`src/rtl/itc_pkg.sv`:
```
// Shared types and constants for the integer to ASCII digit converter.
// No dependencies.
package itc_pkg;

  localparam int VALUE_BITS_DEF = 32;
  localparam int IN_VALUE_W     = 32;

  localparam logic [1:0] MODE_UDEC = 2'd0;
  localparam logic [1:0] MODE_SDEC = 2'd1;
  localparam logic [1:0] MODE_HEX  = 2'd2;

  localparam logic [7:0] CHAR_MINUS = 8'h2d;
  localparam logic [7:0] CHAR_ZERO  = 8'h30;
  localparam logic [7:0] CHAR_A_LC  = 8'h61;

  localparam logic [3:0] DIGIT_TEN = 4'd10;

  typedef struct packed {
    logic [IN_VALUE_W-1:0] value;
    logic [1:0]            mode;
  } itc_req_t;

  typedef struct packed {
    logic [7:0] char_code;
    logic       last;
  } itc_rsp_t;

  typedef struct packed {
    logic neg;
    logic hex;
  } itc_ctl_t;

endpackage

```
`src/rtl/integer_to_ascii_digits.sv`:
```
// Decimal runs the shift-add loop over all VALUE_BITS bits, then scans the BCD digit positions
//   (10 at VALUE_BITS = 32), emitting a sign first if negative; hex skips the shift-add.
// The engine takes a new request only after emitting the last character of the previous one;
//   character output stalls while out_ready holds back a pending character.
// A two-entry queue takes requests while the engine works. Reset clears the state machine,
// the output valid and the queue pointers and count. Top level; depends on itc_pkg, itc_front, itc_queue, itc_back.
module integer_to_ascii_digits #(
  parameter int VALUE_BITS = itc_pkg::VALUE_BITS_DEF
) (
  input  logic              clk,
  input  logic              rst_n,
  input  logic              in_valid,
  output logic              in_ready,
  input  itc_pkg::itc_req_t in_data,
  output logic              out_valid,
  input  logic              out_ready,
  output itc_pkg::itc_rsp_t out_data
);
  import itc_pkg::*;

  logic [VALUE_BITS-1:0] f_mag;
  itc_ctl_t              f_ctl;
  logic                  q_full;
  logic                  q_avail;
  logic                  q_pop;
  logic [VALUE_BITS-1:0] q_mag;
  itc_ctl_t              q_ctl;

  assign in_ready = !q_full;

  itc_front #(.VALUE_BITS(VALUE_BITS)) u_front (
    .in_data (in_data),
    .mag     (f_mag),
    .ctl     (f_ctl)
  );

  itc_queue #(.VALUE_BITS(VALUE_BITS)) u_queue (
    .clk      (clk),
    .rst_n    (rst_n),
    .push     (in_valid && !q_full),
    .push_mag (f_mag),
    .push_ctl (f_ctl),
    .full     (q_full),
    .pop      (q_pop),
    .avail    (q_avail),
    .pop_mag  (q_mag),
    .pop_ctl  (q_ctl)
  );

  itc_back #(.VALUE_BITS(VALUE_BITS)) u_back (
    .clk       (clk),
    .rst_n     (rst_n),
    .q_avail   (q_avail),
    .q_mag     (q_mag),
    .q_ctl     (q_ctl),
    .q_pop     (q_pop),
    .out_valid (out_valid),
    .out_ready (out_ready),
    .out_data  (out_data)
  );

endmodule

```
`src/rtl/itc_front.sv`:
```
// Front end: truncates or zero-extends the incoming value to VALUE_BITS, classifies the mode and forms the magnitude.
// Depends on itc_pkg.
module itc_front #(
  parameter int VALUE_BITS = 32
) (
  input  itc_pkg::itc_req_t      in_data,
  output logic [VALUE_BITS-1:0]  mag,
  output itc_pkg::itc_ctl_t      ctl
);
  import itc_pkg::*;

  logic [VALUE_BITS-1:0] v;

  generate
    if (VALUE_BITS <= IN_VALUE_W) begin : g_narrow
      assign v = in_data.value[VALUE_BITS-1:0];
    end else begin : g_wide
      assign v = VALUE_BITS'(in_data.value);
    end
  endgenerate

  always_comb begin
    ctl.neg = (in_data.mode == MODE_SDEC) && v[VALUE_BITS-1];
    ctl.hex = (in_data.mode == MODE_HEX);
    mag     = ctl.neg ? (~v + VALUE_BITS'(1)) : v;
  end

endmodule

```
`src/rtl/itc_queue.sv`:
```
// Two-entry request queue between the front end and the conversion engine.
// Depends on itc_pkg.
module itc_queue #(
  parameter int VALUE_BITS = 32
) (
  input  logic                  clk,
  input  logic                  rst_n,
  input  logic                  push,
  input  logic [VALUE_BITS-1:0] push_mag,
  input  itc_pkg::itc_ctl_t     push_ctl,
  output logic                  full,
  input  logic                  pop,
  output logic                  avail,
  output logic [VALUE_BITS-1:0] pop_mag,
  output itc_pkg::itc_ctl_t     pop_ctl
);
  import itc_pkg::*;

  logic [VALUE_BITS-1:0] mag_r [2];
  itc_ctl_t              ctl_r [2];
  logic                  wr_ptr_r, wr_ptr_nxt;
  logic                  rd_ptr_r, rd_ptr_nxt;
  logic [1:0]            cnt_r, cnt_nxt;

  assign full    = (cnt_r == 2'd2);
  assign avail   = (cnt_r != 2'd0);
  assign pop_mag = mag_r[rd_ptr_r];
  assign pop_ctl = ctl_r[rd_ptr_r];

  always_comb begin
    wr_ptr_nxt = wr_ptr_r ^ push;
    rd_ptr_nxt = rd_ptr_r ^ pop;
    cnt_nxt    = cnt_r + 2'(push) - 2'(pop);
  end

  always_ff @(posedge clk) begin
    if (!rst_n) begin
      wr_ptr_r <= 1'b0;
      rd_ptr_r <= 1'b0;
      cnt_r    <= 2'd0;
    end else begin
      wr_ptr_r <= wr_ptr_nxt;
      rd_ptr_r <= rd_ptr_nxt;
      cnt_r    <= cnt_nxt;
    end
  end

  always_ff @(posedge clk) begin
    if (push) begin
      mag_r[wr_ptr_r] <= push_mag;
      ctl_r[wr_ptr_r] <= push_ctl;
    end
  end

endmodule

```
`src/rtl/itc_back.sv`:
```
// Conversion engine: shift-add binary to BCD for decimal (hex skips it), then serial character output.
// Depends on itc_pkg.
module itc_back #(
  parameter int VALUE_BITS = 32
) (
  input  logic                  clk,
  input  logic                  rst_n,
  input  logic                  q_avail,
  input  logic [VALUE_BITS-1:0] q_mag,
  input  itc_pkg::itc_ctl_t     q_ctl,
  output logic                  q_pop,
  output logic                  out_valid,
  input  logic                  out_ready,
  output itc_pkg::itc_rsp_t     out_data
);
  import itc_pkg::*;

  localparam int NUM_DIGITS = ((VALUE_BITS * 1233) >> 12) + 1;
  localparam int BCD_W      = 4 * NUM_DIGITS;
  localparam int BIT_CW     = $clog2(VALUE_BITS);
  localparam int DIG_CW     = $clog2(NUM_DIGITS);

  typedef enum logic [2:0] {
    S_IDLE = 3'b001,
    S_CONV = 3'b010,
    S_EMIT = 3'b100
  } state_t;

  state_t                state_r, state_nxt;
  logic [VALUE_BITS-1:0] mag_r, mag_nxt;
  logic [BCD_W-1:0]      bcd_r, bcd_nxt;
  logic                  neg_r, neg_nxt;
  logic                  seen_r, seen_nxt;
  logic [BIT_CW-1:0]     bit_cnt_r, bit_cnt_nxt;
  logic [DIG_CW-1:0]     dig_cnt_r, dig_cnt_nxt;
  logic                  out_valid_r, out_valid_nxt;
  itc_rsp_t              out_data_r, out_data_nxt;

  logic [BCD_W-1:0]      bcd_adj;
  logic [3:0]            dig;
  logic [7:0]            dig_char;
  logic                  out_free;

  assign out_valid = out_valid_r;
  assign out_data  = out_data_r;
  assign out_free  = !out_valid_r || out_ready;
  assign q_pop     = (state_r == S_IDLE) && q_avail;

  always_comb begin
    for (int i = 0; i < NUM_DIGITS; i++) begin
      bcd_adj[4*i +: 4] = (bcd_r[4*i +: 4] >= 4'd5) ? bcd_r[4*i +: 4] + 4'd3
                                                   : bcd_r[4*i +: 4];
    end
  end

  assign dig      = bcd_r[BCD_W-1 -: 4];
  assign dig_char = (dig < DIGIT_TEN) ? CHAR_ZERO + 8'(dig)
                                      : CHAR_A_LC + 8'(dig - DIGIT_TEN);

  always_comb begin
    state_nxt     = state_r;
    mag_nxt       = mag_r;
    bcd_nxt       = bcd_r;
    neg_nxt       = neg_r;
    seen_nxt      = seen_r;
    bit_cnt_nxt   = bit_cnt_r;
    dig_cnt_nxt   = dig_cnt_r;
    out_valid_nxt = out_valid_r && !out_ready;
    out_data_nxt  = out_data_r;

    unique case (state_r)
      S_IDLE: begin
        if (q_avail) begin
          mag_nxt     = q_mag;
          bcd_nxt     = q_ctl.hex ? BCD_W'(q_mag) : '0;
          neg_nxt     = q_ctl.neg;
          seen_nxt    = 1'b0;
          bit_cnt_nxt = BIT_CW'(VALUE_BITS - 1);
          dig_cnt_nxt = DIG_CW'(NUM_DIGITS - 1);
          state_nxt   = q_ctl.hex ? S_EMIT : S_CONV;
        end
      end
      S_CONV: begin
        bcd_nxt     = {bcd_adj[BCD_W-2:0], mag_r[VALUE_BITS-1]};
        mag_nxt     = {mag_r[VALUE_BITS-2:0], 1'b0};
        bit_cnt_nxt = bit_cnt_r - BIT_CW'(1);
        if (bit_cnt_r == '0) begin
          state_nxt = S_EMIT;
        end
      end
      S_EMIT: begin
        if (out_free) begin
          if (neg_r) begin
            neg_nxt                = 1'b0;
            out_valid_nxt          = 1'b1;
            out_data_nxt.char_code = CHAR_MINUS;
            out_data_nxt.last      = 1'b0;
          end else if (dig == 4'd0 && !seen_r && dig_cnt_r != '0) begin
            bcd_nxt     = {bcd_r[BCD_W-5:0], 4'd0};
            dig_cnt_nxt = dig_cnt_r - DIG_CW'(1);
          end else begin
            seen_nxt               = 1'b1;
            out_valid_nxt          = 1'b1;
            out_data_nxt.char_code = dig_char;
            out_data_nxt.last      = (dig_cnt_r == '0);
            bcd_nxt                = {bcd_r[BCD_W-5:0], 4'd0};
            dig_cnt_nxt            = dig_cnt_r - DIG_CW'(1);
            if (dig_cnt_r == '0) begin
              state_nxt = S_IDLE;
            end
          end
        end
      end
      default: begin
        state_nxt = S_IDLE;
      end
    endcase
  end

  always_ff @(posedge clk) begin
    if (!rst_n) begin
      state_r     <= S_IDLE;
      out_valid_r <= 1'b0;
    end else begin
      state_r     <= state_nxt;
      out_valid_r <= out_valid_nxt;
    end
  end

  always_ff @(posedge clk) begin
    mag_r      <= mag_nxt;
    bcd_r      <= bcd_nxt;
    neg_r      <= neg_nxt;
    seen_r     <= seen_nxt;
    bit_cnt_r  <= bit_cnt_nxt;
    dig_cnt_r  <= dig_cnt_nxt;
    out_data_r <= out_data_nxt;
  end

endmodule

```
`config.mk`:
```
export PLATFORM = sky130hd
export DESIGN_NAME = integer_to_ascii_digits
export DESIGN_NICKNAME = d
export VERILOG_FILES = /design/src/rtl/itc_pkg.sv /design/src/rtl/integer_to_ascii_digits.sv /design/src/rtl/itc_front.sv /design/src/rtl/itc_queue.sv /design/src/rtl/itc_back.sv
export SDC_FILE = /design/constraint.sdc
export NUM_CORES = 1
export LEC_CHECK = 0
export BUFFER_PORTS_ARGS = -buffer_cell sky130_fd_sc_hd__clkbuf_2
export CAP_MARGIN = 20
export CELL_PAD_IN_SITES_DETAIL_PLACEMENT = 1
export CELL_PAD_IN_SITES_GLOBAL_PLACEMENT = 1
export CORE_MARGIN = 2
export CORE_UTILIZATION = 36
export CTS_BUF_LIST = sky130_fd_sc_hd__clkbuf_2
export DETAILED_ROUTE_END_ITERATION = 10
export GPL_ROUTABILITY_DRIVEN = 0
export PLACE_DENSITY = 0.71
export SKIP_CTS_REPAIR_TIMING = 1
export SYNTH_ARGS = -nofsm -noshare
export SYNTH_HDL_FRONTEND = slang
export SYNTH_SLANG_ARGS = --single-unit
```
`constraint.sdc`:
```
create_clock -name clk -period 6.2 [get_ports clk]
set_clock_uncertainty 0.05 [all_clocks]
set_input_delay 1.24 -clock clk [delete_from_list [all_inputs] [get_ports clk]]
set_output_delay 1.24 -clock clk [all_outputs]
set_load 0.005 [all_outputs]
```
==> results of run 1 <==
==> area by class of cell <==
class | count | area [um^2] | area share, %
tap | 319 | 399 | 4.23
multi-input combinational | 479 | 3380 | 35.9
inverter | 40 | 150 | 1.59
antenna | 1 | 2.50 | 0.0265
timing repair buffer | 54 | 288 | 3.05
clock inverter | 15 | 168 | 1.78
clock buffer | 17 | 85.1 | 0.902
sequential | 168 | 4960 | 52.6
==> power by group <==
part / internal [mW] / switching, mW
Sequential: 1.77 / 0.222
Combinational: 0.573 / 0.912
Clock: 0.196 / 0.413
==> worst reg2reg max path: stages (launching register included) <==
cell     delay (ns)
dfxtp_1        0.46
or3b_4         0.52
inv_2          0.60
nand2_2        0.18
a31oi_4        0.21
buf_4          0.49
==> layout by cell type (no fill, tap or decap), drive strengths merged, types with 3 or more instances in the layout <==
cell / count
o221ai: 15
dfxtp: 9
nor3b: 16
or3b: 3
a21oi: 66
mux2i: 39
a2bb2oi: 7
mux2: 5
nor4: 6
a221o: 6
xor2: 17
xnor2: 32
nor2: 66
o22ai: 6
clkbuf: 64
clkinv: 4
clkinvlp: 3
and2: 6
o31ai: 5
nand2: 36
or3: 3
nor3: 16
o21ai: 26
inv: 46
nor2b: 5
nand2b: 14
buf: 7
a31oi: 13
nand3: 7
o21a: 4
ha: 32
edfxtp: 159
==> sequential cells by signal (all words and copies together), names as in the netlist, named ones only <==
register          cells
u_queue.ctl_r         4
u_back.out_data       8
u_queue.rd_ptr_r      1
u_back.bit_cnt_r      5
u_back.dig_cnt_r      4
u_queue.wr_ptr_r      1
u_queue.cnt_r         2
u_queue.mag_r        64
u_back.neg_r          1
u_back.state_r        3
u_back.out_valid      1
u_back.bcd_r         40
u_back.mag_r         32
u_back.seen_r         1
==> per-layer routing <==
layer	routed length, um	GRT usage (%)
met1	8290	17.9
met2	8790	25.0
met3	517	2.30
met4	162	4.17
met5	0	0
==> cell families after synthesis <==
| family | synth area share, % |
|---|---|
| flops | 57.4 |
| xor+xnor | 4.97 |
| mux | 5.21 |
| simple gates | 11.9 |
| other cells | 0.0434 |
| compound gates | 12.0 |
| buf+inv | 3.84 |
| fa+ha+maj | 4.63 |
==> how the worst max path moves through the flow <==
stage	from	to	slack, ns	cells past startpoint
after floorplan	out_ready	u_back.bcd_r[0]$_DFFE_PP_	2.12	4
after global placement	in_data[1]	u_queue.mag_r[0][20]$_DFFE_PP_	3.01	5
after detailed placement	in_data[1]	u_queue.mag_r[1][7]$_DFFE_PP_	2.95	5
after CTS	u_queue.cnt_r[0]$_SDFF_PN0_	in_ready	3.30	2
after global routing	u_back.state_r[2]$_SDFFE_PN0P_	u_back.bcd_r[23]$_DFFE_PP_	3.15	5
final	u_back.state_r[2]$_SDFFE_PN0P_	u_back.bcd_r[9]$_DFFE_PP_	3.32	5
==> flow_summary.yaml, run 1 <==
clock_network:
  insertion_delay_ns: 0.74
  clock-sinks: 168
  numCtsBuffers: 17
  cts_buffer_depth: 2
  clk_pin_slew_ns: 0.26
  htree_levels: 4
  cts_root_buf: "clkbuf_2"
  cts_tree: "built"
route:
  wl_per_cell_um: 16.2
  drt_first_pass_iters: 5
  remaining_drc_errors: 0
  drt-initial-drc-count: 282
  ant_nets: 0
  vias: 5659
  vias_per_cell: 5.18
  routed_wl_um: 17800
timing:
  worst_slack_ns: 3.32
  whs_ns: 0.527
  fin_crit_ns: 2.88
  drv_slew: 0
  setup_tns_ns: 0
  slew_headroom_pct: 33.3
  worstMarginPinSlew_ns: 1.00
  setup_viol: 0
  clock.fmax_mhz: 347
  rsz0062_at_grt: "false"
  hold_viol_final: 0
  post-route-period-util_pct: 46.4
setup_path:
  cpPeakStageDelay_ns: 0.59
  required_ns: 6.54
  rr_startpoint: "u_back.state_r[2]$_SDFFE_PN0P_"
  rrSetupSlack_ns: 3.32
  r2r_cells: 5
  cpMaxStageDelayCell: "inv_2"
  crit_fanout: 40
  worstPathCellList: "or3b_4 > inv_2 > nand2_2 > a31oi_4 > buf_4"
  rr_endpoint: "u_back.bcd_r[9]$_DFFE_PP_"
  crit_type: "reg -> reg"
  worst_setup_path_start_kind: "register"
  crit_buf_inv: 2
  cp.arrival_ns: 3.22
  cp_top_family: "buffers and inverters"
  end_kind: "register"
worst_hold_path:
  whs_endpoint: "u_back.out_valid$_SDFF_PN0_"
  hold_path_class: "reg -> reg"
  min_from: "u_back.out_valid$_SDFF_PN0_"
  holdPathStages: 2
synth:
  synthMostInstantiatedCell: "edfxtp_1"
  synth_top_area_share_pct: 55.3
  synth_commonest_cells: "edfxtp_1 (159), a21oi_1 (66), nor2_1 (64), inv_1 (39), mux2i_1 (39)"
  synth_area_leaders: "edfxtp_1 (55%), ha_1 (4.6%), mux2i_1 (4.5%), a21oi_1 (3.8%), xnor2_1 (3.2%)"
  avgSynthCellArea_um2: 12.0
  yosys.area.top_type: "edfxtp_1"
  async_reset_ff_share_pct: 0
  synthFlopType: "edfxtp_1"
  seq_area_frac_synth_pct: 57.4
  syn_area_um2: 8640
  syn_nets: 788
  yosysUniqueCellTypes: 67
  synth_edf_count: 159
  syn_inst: 718
  synth_seq_cells: 168
  yosysWarnings: 0
power_and_ir_drop:
  irDropWorstVdd_mv: 0.288
  power.leakage_nw: 3.35
  p_total_mw: 4.08
  p_per_area_nw_per_um2: 433
floorplanning:
  die_width_um: 159
  die_h_um: 159
  die_area_um2: 25300
  rows: 56
  start_util_pct: 36.7
  core_um2: 23500
  io_pins: 49
grt:
  grt-ovfl-total: 0
  grt_pass1_wl_um: 28900
  grt_antenna_before_repair: 1
  grtUsageTotal_pct: 14.2
  grt_pass1_vias: 5750
  grt_max_degree: 99
outcome:
  status: "finished, final reports clean"
placement:
  placed_cells: 1060
  place_area_um2: 9170
  pre_cts_slack_ns: 2.95
  portBuffers: 47
  dp_hpwl_um: 12300
run:
  cap_violations: 0
finish:
  area_growth_pct: 9.15
  n_fill_cell: 2635
  drive_gt1_share_pct: 14.0
  instances_no_fill: 1093
  nets: 830
  utilization_pct: 40.1
  stdcell_area_um2: 9430
(Power assumes the default switching activity.)
==> run 2: changes to the inputs <==
--- a/config.mk
+++ b/config.mk
@@ -5,6 +5,7 @@
 export SDC_FILE = /design/constraint.sdc
 export NUM_CORES = 1
 export LEC_CHECK = 0
+export ABC_AREA = 1
 export BUFFER_PORTS_ARGS = -buffer_cell sky130_fd_sc_hd__clkbuf_2
 export CAP_MARGIN = 20
 export CELL_PAD_IN_SITES_DETAIL_PLACEMENT = 1
@@ -14,7 +15,7 @@
 export CTS_BUF_LIST = sky130_fd_sc_hd__clkbuf_2
 export DETAILED_ROUTE_END_ITERATION = 10
 export GPL_ROUTABILITY_DRIVEN = 0
-export PLACE_DENSITY = 0.71
+export PLACE_DENSITY = 0.73
 export SKIP_CTS_REPAIR_TIMING = 1
 export SYNTH_ARGS = -nofsm -noshare
 export SYNTH_HDL_FRONTEND = slang
==> constraint.sdc (replaced) <==
create_clock -name clk -period 2.7 [get_ports clk]
set_clock_uncertainty 0.05 [all_clocks]
set_input_delay 0.54 -clock clk [delete_from_list [all_inputs] [get_ports clk]]
set_output_delay 0.54 -clock clk [all_outputs]
set_load 0.005 [all_outputs]
==> run 2 against run 1 <==
Net effect:
- via count increased by 21%
- clock-buffer cell count unchanged
- core utilization grew 0.59 points
- register-to-register slack worse by 2.7 ns
- sequential cell count did not move
- synthesized area rose by 5.5%
==> flow_summary.yaml, run 2 <==
route:
  remaining_drc_errors: 0
  wl_per_cell_um: 15.5
  vias_per_cell: 4.95
  drt-initial-drc-count: 350
  ant_nets: 0
  drt_first_pass_iters: 4
  routed_wl_um: 21500
  vias: 6843
finish:
  drive_gt1_share_pct: 13.7
  area_growth_pct: 11.7
  layout_commonest_cell: "nand2_1"
  layout_common_cells: "nand2_1 (259), edfxtp_1 (159), inv_1 (112)"
  n_fill_cell: 2906
  regMostFlops: "u_queue.mag_r"
  top_regs: "u_queue.mag_r: 64 flops, u_back.bcd_r: 40 flops, u_back.mag_r: 32 flops"
  largest_reg_flops: 64
  nets: 1109
floorplanning:
  die_area_um2: 26600
  start_util_pct: 36.4
  core_um2: 25000
  io_pins: 49
  rows: 58
  die_h_um: 163
  die_width_um: 163
timing:
  rsz0062_at_grt: "false"
  post-route-period-util_pct: 78.4
  setup_tns_ns: 0
  setup_viol: 0
  hold_viol_final: 0
  drv_slew: 0
  slew_headroom_pct: 62.7
  whs_ns: 0.0473
  worstMarginPinSlew_ns: 0.556
  fin_crit_ns: 2.12
  worst_slack_ns: 0.583
  clock.fmax_mhz: 472
synth:
  synth_area_leaders: "edfxtp_1 (52%), nand2_1 (11%), inv_1 (4.6%), ha_1 (4.4%), o21ai_0 (3.9%)"
  yosysWarnings: 0
  synth_edf_count: 159
  yosys.area_share.simple_pct: 19.1
  async_reset_ff_share_pct: 0
  synthMostInstantiatedCell: "nand2_1"
  seq_area_frac_synth_pct: 54.4
  synth_top_area_share_pct: 52.4
  muxShareOfSynthArea_pct: 1.98
  synth_top_family_by_area: "simple AND/OR/NAND/NOR gates"
  yosysUniqueCellTypes: 37
  syn_inst: 974
  synth-xor-area-share_pct: 2.40
  synth_commonest_cells: "nand2_1 (259), edfxtp_1 (159), inv_1 (112), nor2_1 (89), o21ai_0 (71)"
  avgSynthCellArea_um2: 9.35
  syn_area_um2: 9110
  synth_compound_area_share_pct: 10.6
  synth_seq_cells: 168
  synthFlopType: "edfxtp_1"
  yosys.area_share.adder_pct: 4.39
  syn_nets: 1044
  yosys.area.top_type: "edfxtp_1"
worst_hold_path:
  holdPathStages: 4
  hold_path_class: "in -> reg"
power_and_ir_drop:
  irDropWorstVdd_mv: 0.527
  power.leakage_nw: 4.12
  p_per_area_nw_per_um2: 966
clock_network:
  insertion_delay_ns: 0.78
  numCtsBuffers: 17
  cts_root_buf: "clkbuf_2"
  cts_tree: "built"
  clk_pin_slew_ns: 0.29
  clock-sinks: 168
  cts_buffer_depth: 2
  htree_levels: 4
setup_path:
  worst_setup_path_start_kind: "register"
  crit_fanout: 40
  r2r_cells: 7
  required_ns: 3.12
  cp.arrival_ns: 2.54
  crit_type: "reg -> reg"
  end_kind: "register"
placement:
  portBuffers: 47
  dp_hpwl_um: 15700
  pre_cts_slack_ns: 0.629
grt:
  grt_max_degree: 52
  grt_antenna_before_repair: 1
  grtUsageTotal_pct: 16.7
  grt-ovfl-total: 0
  grt_pass1_wl_um: 35200
  grt_pass1_vias: 7053
outcome:
  status: "finished, final reports clean"
run:
  cap_violations: 0
## run 2: cell count changes in the layout (fill, tap and decap cells not counted), moves of 18 or more
cell	previous run	this run
a21oi_1	66	32
inv_1	39	112
mux2i_1	39	0
nand2_1	35	259
nand3_1	6	34
nor2_1	64	89
o211ai_1	1	19
o21ai_0	25	70
xnor2_1	32	11
## run 2: cell type report
class	count	area (um^2)	area share (%)
Inverter	121	454	4.46
Tap cell	330	413	4.06
Multi-Input combinational cell	654	3530	34.7
Clock buffer	17	85.1	0.836
Clock inverter	15	193	1.89
Antenna cell	1	2.50	0.0246
Timing Repair Buffer	77	538	5.29
Sequential cell	168	4960	48.7
## run 2: path summary, 6_finish.rpt
kind / slack (ns) / startpoint / end
min reg2reg: 0.43 / u_queue.rd_ptr_r$_SDFF_PN0_ / register
max reg2reg: 0.58 / u_back.state_r[1]$_SDFFE_PN0P_ / u_back.bcd_r[24]$_DFFE_PP_
max: 0.58 / u_back.state_r[1]$_SDFFE_PN0P_ / u_back.bcd_r[24]$_DFFE_PP_
min: 0.05 / out_ready / u_back.out_valid$_SDFF_PN0_
## run 2: metal layers
layer	global-route usage (%)	up-vias	wire, um
met4	4.83	0	306
met2	29.0	101	10500
met1	21.6	3309	9980
met3	2.74	17	646
met5	0	-	0
li1	-	3416	-
## run 2: stage by stage
stage	utilization, %	power (mW)	cells	instance area (um^2)
after floorplan	-	7.24	974	9110
after global placement	38.9	8.31	1334	9740
after detailed placement	38.9	8.50	1334	9740
after CTS	40.0	9.94	1366	10000
after global routing	40.6	10.6	1383	10200
final	40.6	9.83	1383	10200
## run 2: critical path, cell delays in order (launching register included)
cell     delay, ns
dfxtp_1       0.45
inv_2         0.07
nand3_4       0.26
inv_2         0.23
nand2_1       0.15
nand3_2       0.16
a21oi_4       0.17
buf_12        0.26
## run 2: cell families (layout without fill, tap and decap cells)
kind of cell,count (synthesis),count (layout)
adders and majority gates,32,32
DFF,168,168
other,1,2
buffers and inverters,152,230
and+or+nand+nor,416,416
AOI/OAI and AO/OA,164,164
xor gates and xnor gates,25,25
muxes,16,16
## run 2: power by group
| group | total, mW | switching (mW) | internal [mW] |
|---|---|---|---|
| logic | 3.84 | 2.61 | 1.23 |
| registers | 4.57 | 0.442 | 4.13 |
| clock network | 1.42 | 1.08 | 0.338 |
